===== src/rtl/mpdm_pkg.sv =====
// Shared types, sizes and codes of the multi-pattern DFA matcher.
package mpdm_pkg;

  localparam int NUM_DFAS              = 2;
  localparam int NUM_STATES            = 1024;
  localparam int MAX_MATCHES_PER_STATE = 8;
  localparam int SYMBOLS               = 256;
  localparam int QUEUE_DEPTH           = 2;

  localparam int DFA_W      = $clog2(NUM_DFAS);
  localparam int STATE_W    = $clog2(NUM_STATES);
  localparam int SLOT_W     = $clog2(MAX_MATCHES_PER_STATE);
  localparam int CNT_W      = $clog2(MAX_MATCHES_PER_STATE + 1);
  localparam int SYM_W      = $clog2(SYMBOLS);
  localparam int ROW_W      = DFA_W + STATE_W;
  localparam int TRANS_AW   = ROW_W + SYM_W;
  localparam int ML_AW      = ROW_W + SLOT_W;
  localparam int QPTR_W     = $clog2(QUEUE_DEPTH);
  localparam int QCNT_W     = $clog2(QUEUE_DEPTH + 1);

  // Fixed field widths of the stream payload.
  localparam int OPCODE_W       = 2;
  localparam int LOAD_STATE_W   = 10;
  localparam int LOAD_SLOT_W    = 3;
  localparam int PATTERN_W      = 16;
  localparam int LOAD_COUNT_W   = 4;
  localparam int IN_DATA_W      = 56;
  localparam int IN_USER_W      = 4;
  localparam int OUT_DATA_W     = 16;

  localparam logic [OPCODE_W-1:0] OPC_SCAN     = 2'd0;
  localparam logic [OPCODE_W-1:0] OPC_WR_TRANS = 2'd1;
  localparam logic [OPCODE_W-1:0] OPC_WR_COUNT = 2'd2;
  localparam logic [OPCODE_W-1:0] OPC_WR_MATCH = 2'd3;

  typedef struct packed {
    logic [4:0]              pad;
    logic [LOAD_COUNT_W-1:0] load_count;
    logic [PATTERN_W-1:0]    load_pattern;
    logic [LOAD_SLOT_W-1:0]  load_slot;
    logic [LOAD_STATE_W-1:0] load_next_state;
    logic [LOAD_STATE_W-1:0] load_state;
    logic [SYM_W-1:0]        data_byte;
  } in_data_t;

  typedef struct packed {
    logic                start_of_packet;
    logic                dfa_select;
    logic [OPCODE_W-1:0] opcode;
  } in_user_t;

  typedef enum logic [2:0] {
    OP_SCAN,
    OP_TRANS,
    OP_COUNT,
    OP_MATCH,
    OP_SKIP
  } op_t;

  // One classified item as it waits in the queue.
  typedef struct packed {
    op_t                     op;
    logic [DFA_W-1:0]        dfa;
    logic                    sop;
    logic [SYM_W-1:0]        sym;
    logic [STATE_W-1:0]      state;
    logic [LOAD_STATE_W-1:0] next_state;
    logic [SLOT_W-1:0]       slot;
    logic [PATTERN_W-1:0]    pattern;
    logic [CNT_W-1:0]        count;
  } entry_t;

  typedef enum logic [2:0] {
    BS_CLEAR,
    BS_IDLE,
    BS_STEP,
    BS_COUNT,
    BS_EMIT
  } back_state_t;

endpackage


===== src/rtl/mpdm_front.sv =====
// Front end: accepts stream items, classifies them and queues them for the back end.
module mpdm_front import mpdm_pkg::*; (
  input  logic                 clk,
  input  logic                 rst_n,
  input  logic                 in_tvalid,
  output logic                 in_tready,
  input  logic [IN_DATA_W-1:0] in_tdata,
  input  logic [IN_USER_W-1:0] in_tuser,
  input  logic                 accept_en,
  output logic                 q_valid,
  output entry_t               q_entry,
  input  logic                 q_pop
);

  entry_t             q_mem_r [QUEUE_DEPTH];
  logic [QPTR_W-1:0]  wr_ptr_r, wr_ptr_nxt;
  logic [QPTR_W-1:0]  rd_ptr_r, rd_ptr_nxt;
  logic [QCNT_W-1:0]  q_cnt_r, q_cnt_nxt;
  in_data_t           din;
  in_user_t           uin;
  entry_t             cls;
  logic               push, pop, state_ok, slot_ok;

  assign din = in_data_t'(in_tdata);
  assign uin = in_user_t'(in_tuser);

  assign in_tready = accept_en && (q_cnt_r != QCNT_W'(QUEUE_DEPTH));
  assign push      = in_tvalid && in_tready;
  assign q_valid   = (q_cnt_r != '0);
  assign pop       = q_pop && q_valid;
  assign q_entry   = q_mem_r[rd_ptr_r];

  assign state_ok = ({1'b0, din.load_state} < (LOAD_STATE_W + 1)'(NUM_STATES));
  assign slot_ok  = ({1'b0, din.load_slot} < (LOAD_SLOT_W + 1)'(MAX_MATCHES_PER_STATE));

  always_comb begin
    cls.dfa        = DFA_W'(uin.dfa_select % NUM_DFAS);
    cls.sop        = uin.start_of_packet;
    cls.sym        = din.data_byte;
    cls.state      = STATE_W'(din.load_state);
    cls.next_state = din.load_next_state;
    cls.slot       = SLOT_W'(din.load_slot);
    cls.pattern    = din.load_pattern;
    // Counts above the list length saturate as they are written.
    if (32'(din.load_count) > MAX_MATCHES_PER_STATE) begin
      cls.count = CNT_W'(MAX_MATCHES_PER_STATE);
    end else begin
      cls.count = CNT_W'(din.load_count);
    end
    unique case (uin.opcode)
      OPC_SCAN:     cls.op = OP_SCAN;
      OPC_WR_TRANS: cls.op = state_ok ? OP_TRANS : OP_SKIP;
      OPC_WR_COUNT: cls.op = state_ok ? OP_COUNT : OP_SKIP;
      OPC_WR_MATCH: cls.op = (state_ok && slot_ok) ? OP_MATCH : OP_SKIP;
      default:      cls.op = OP_SKIP;
    endcase
  end

  always_comb begin
    wr_ptr_nxt = wr_ptr_r;
    rd_ptr_nxt = rd_ptr_r;
    q_cnt_nxt  = q_cnt_r;
    if (push) begin
      wr_ptr_nxt = (wr_ptr_r == QPTR_W'(QUEUE_DEPTH - 1)) ? '0 : wr_ptr_r + QPTR_W'(1);
    end
    if (pop) begin
      rd_ptr_nxt = (rd_ptr_r == QPTR_W'(QUEUE_DEPTH - 1)) ? '0 : rd_ptr_r + QPTR_W'(1);
    end
    if (push && !pop) begin
      q_cnt_nxt = q_cnt_r + QCNT_W'(1);
    end else if (pop && !push) begin
      q_cnt_nxt = q_cnt_r - QCNT_W'(1);
    end
  end

  always_ff @(posedge clk) begin
    if (!rst_n) begin
      wr_ptr_r <= '0;
      rd_ptr_r <= '0;
      q_cnt_r  <= '0;
    end else begin
      wr_ptr_r <= wr_ptr_nxt;
      rd_ptr_r <= rd_ptr_nxt;
      q_cnt_r  <= q_cnt_nxt;
    end
  end

  always_ff @(posedge clk) begin
    if (push) begin
      q_mem_r[wr_ptr_r] <= cls;
    end
  end

  a_cnt_bound: assert property (@(posedge clk) disable iff (!rst_n)
    q_cnt_r <= QCNT_W'(QUEUE_DEPTH))
    else $error("queue fill count beyond depth");

  a_cnt_push: assert property (@(posedge clk) disable iff (!rst_n)
    (push && !pop) |=> (q_cnt_r == $past(q_cnt_r) + QCNT_W'(1)))
    else $error("queue fill count did not follow a push");

endmodule


===== config.mk =====
export PLATFORM = sky130hd
export DESIGN_NAME = mpdm_front
export DESIGN_NICKNAME = d
export VERILOG_FILES = /design/src/rtl/mpdm_pkg.sv /design/src/rtl/mpdm_front.sv
export SDC_FILE = /design/constraint.sdc
export NUM_CORES = 1
export LEC_CHECK = 0
export ABC_AREA = 0
export BUFFER_PORTS_ARGS = -buffer_cell sky130_fd_sc_hd__buf_2
export CAP_MARGIN = 20
export CORE_MARGIN = 4
export CORE_UTILIZATION = 51
export DETAILED_ROUTE_END_ITERATION = 16
export PLACE_DENSITY = 0.86
export SLEW_MARGIN = 30
export SYNTH_ARGS = -nofsm -noshare
export SYNTH_HDL_FRONTEND = slang
export SYNTH_SLANG_ARGS = --single-unit
export TNS_END_PERCENT = 10

===== constraint.sdc =====
create_clock -name clk -period 4.75 [get_ports clk]
set_clock_uncertainty 0.05 [all_clocks]
set_input_delay 0.7125 -clock clk [delete_from_list [all_inputs] [get_ports clk]]
set_output_delay 0.7125 -clock clk [all_outputs]
set_load 0.02 [all_outputs]

==> metrics.md <==
| Metric | Value |
|---|---|
| CTS buffer count | 17 |
| Syn avg cell area | 20.8 um2 |
| Clock Latency Late Sink | 480 ps |
| Synthesized cell area | 4250 um2 |
| Net count after synthesis | 270 |
| Die height | 99.2 um |
| Worst reg2reg path depth | 4 |
| Max IR drop VDD | 0.318 mV |
| Total power | 3.20 mW |
| Final Max Slew Viols | 0 |
| Int Power | 2.35 mW |
| Synth top area share | 0.778 |
| Final hold vios | 0 |
| Initial DRC Count | 66 |
| Fmax | 324 MHz |
| DRT Pass-1 Iters | 4 |
| Routed len/inst | 16.9 um |
| Netlist cell types | 21 |
| CTS tree | done |
| Arr. time, crit path | 2320 ps |
| Register area share after synthesis | 0.802 |
| Mux cell area share after synthesis | 0.148 |
| EDFF count, synth | 110 |
| Final WL | 7580 um |
| Compound-gate portion of the synthesized area | 0.00413 |
| Final setup margin | 1670 ps |
| DRC Markers | 0 |
| I/O pin cnt | 123 |
| Hpwl dp | 4910 um |
| Slew @ Worst Pin | 832 ps |
| Crit share post-route | 0.649 |
| Core area | 8180 um2 |
| Clock Power Share | 0.389 |
| First-pass GRT wire length | 12200 um |
| Core Util, Final | 0.675 |
| Layout cell share with drive strength beyond 1 | 0.593 |
| Ant. Diodes | 0 |
| Crit path capture type | output port |
| Pleak | 2.07 nW |
| Commonest cells in the netlist | 110 x edfxtp_1, 55 x mux2_2, 6 x buf_4, 5 x and2_1, 5 x dfxtp_1 |
| Slew margin rel. | 0.445 |
| Vias in the first global route | 2503 |
| Final nets | 398 |
| Synth Area in Adders | 0.00295 |
| CTS Buffer Depth | 2 |
| Worst EP required | 3990 ps |
| Synth async-reset ratio | 0 |
| Port-buffer cells | 116 |
| MaxCap Viol Count | 0 |
| Full die area | 9850 um2 |
| Sequential Power Share | 0.401 |
| Ys flop type | edfxtp_1 |
| Status | finished, final reports clean |
| Simple-Gate Fraction of Synth Area | 0.0215 |
| Largest net degree at the start of global routing | 45 |
| GP Congestion | 0.712 |
| Tot GR Track Use | 0.163 |
| Clock sink count | 115 |
| Largest family of logic cells by synthesized area | multiplexers |
| Synth area leader | edfxtp_1 |
| Initial antenna violation count | 0 |
| Combinational group share of total power | 0.210 |
| CP Max Fanout | 35 |
| Resized cells post-CTS | 0 |
| Initial core utilization | 0.519 |
| CP Launch Type | flip-flop |
| Via count | 2218 |
| Count leader, synth | edfxtp_1 |
| Tmin final | 3080 ps |
| Post-Synthesis Cells | 204 |
| Clk slew on worst S/H paths | 60 ps |
| Number of synthesized register bits | 115 |
| Hold depth | 1 |
| Setup TNS Final | 0 ps |
| Sw Share | 0.266 |
| Power per cell area | 580 nW/um2 |
| Xor/xnor share of the synthesized area | 0.00619 |
| Post-CTS Setup Bufs | 0 |
| Area grow syn2layout | 29.9% |
| Crit Path Class | flip-flop to output port |
| Die span in x | 99.2 um |
| H-tree depth | 4 |
| Yosys warning count | 0 |
| Congestion Overflow GR | 0 |
| Setup violations, final | 0 |
| Sw Pwr | 0.850 mW |
| Tightest Hold Check Type | primary input to flip-flop |
| Row count | 33 |
| RSZ-0062 raised after global routing | false |
| Hold Buf Count CTS | 0 |
| Routed vias/inst | 4.94 |
| Top post-synthesis cells by area | edfxtp_1 78%, mux2_2 15%, dfxtp_1 2.4% |
| DP Worst Slack | 1990 ps |
| DRT antenna net count | 0 |
| Root Driver | clkbuf_8 |
[kinds of logic (layout without fill, tap and decap cells)]
kind of cell	count (synthesis)	count (layout)
other cells	1	1
flops	115	115
compound gates	3	3
fa+ha+maj	1	1
xor+xnor	3	3
buf+inv	10	150
mux	56	56
simple gates	15	15
[per-layer routing]
metal | wire [um] | up-vias | GRT usage
li1 | - | 1046 | -
met3 | 424 | 11 | 0.0498
met1 | 3040 | 1076 | 0.189
met4 | 107 | 0 | 0.0578
met2 | 4010 | 85 | 0.287
met5 | 0 | - | 0
[registers in the layout (all words and copies together) (netlist names), named ones only]
register and cells:
q_mem_r 110, rd_ptr_r 1, q_cnt_r 2, wr_ptr_r 1
[final timing paths]
kind | start | endpoint | slack [ps]
max | flip-flop | q_entry[10] | 1670
min | in_tdata[24] | q_mem_r[0][29] | 360
max reg2reg | q_cnt_r[0] | q_mem_r[0][22] | 2230
min reg2reg | wr_ptr_r | wr_ptr_r | 480
[placed cells by master (no fill, tap or decap)]
master and instances:
o21ai_0 1, nor2b_1 3, edfxtp_1 110, xnor2_1 2, nand2_1 1, mux2_2 55, clkinvlp_4 3, and2_1 4
clkinv_1 3, buf_2 116, a21boi_1 1, xor2_1 1, clkbuf_16 16, conb_1 1, nand2b_1 2, clkbuf_8 1
o21ai_1 1, nor2b_4 1, or2_2 1, dfxtp_2 1, buf_4 3, ha_1 1, dfxtp_1 4, or3_1 1
bufinv_16 4, and3_1 1, clkbuf_1 2, and2_4 1, mux2i_1 1, clkinv_2 2
[per-stage QoR]
| stage | hold WS (ps) | cells | instance area [um2] |
|---|---|---|---|
| after floorplan | 401 | 204 | 4250 |
| after global placement | 443 | 418 | 4930 |
| after detailed placement | 473 | 418 | 4930 |
| after CTS | 337 | 449 | 5520 |
| after global routing | 333 | 449 | 5520 |
| final | 359 | 449 | 5520 |
[critical path, stage by stage (launching register included)]
cell	delay, ps
dfxtp_2	860
buf_4	430
mux2_2	380
buf_2	160
[layout make-up]
type	count	area (um2)
clock buffers	19	422
clock inverters	12	164
fillers	580	2660
multi-input cells	79	791
flip-flops and latches	115	3400
well taps	105	131
repair buffers	119	603
[power groups by stage]
| stage | sequential, mW | clock [mW] | combinational [mW] |
|---|---|---|---|
| 2_1_floorplan | 1.26 | 0 | 0.520 |
| 3_3_place_gp | 1.30 | 0 | 0.664 |
| 3_5_place_dp | 1.31 | 0 | 0.677 |
| 4_1_cts | 1.29 | 1.27 | 0.683 |
| 5_1_grt | 1.30 | 1.32 | 0.719 |
| 6_report | 1.28 | 1.24 | 0.672 |
(Power assumes the default switching activity.)
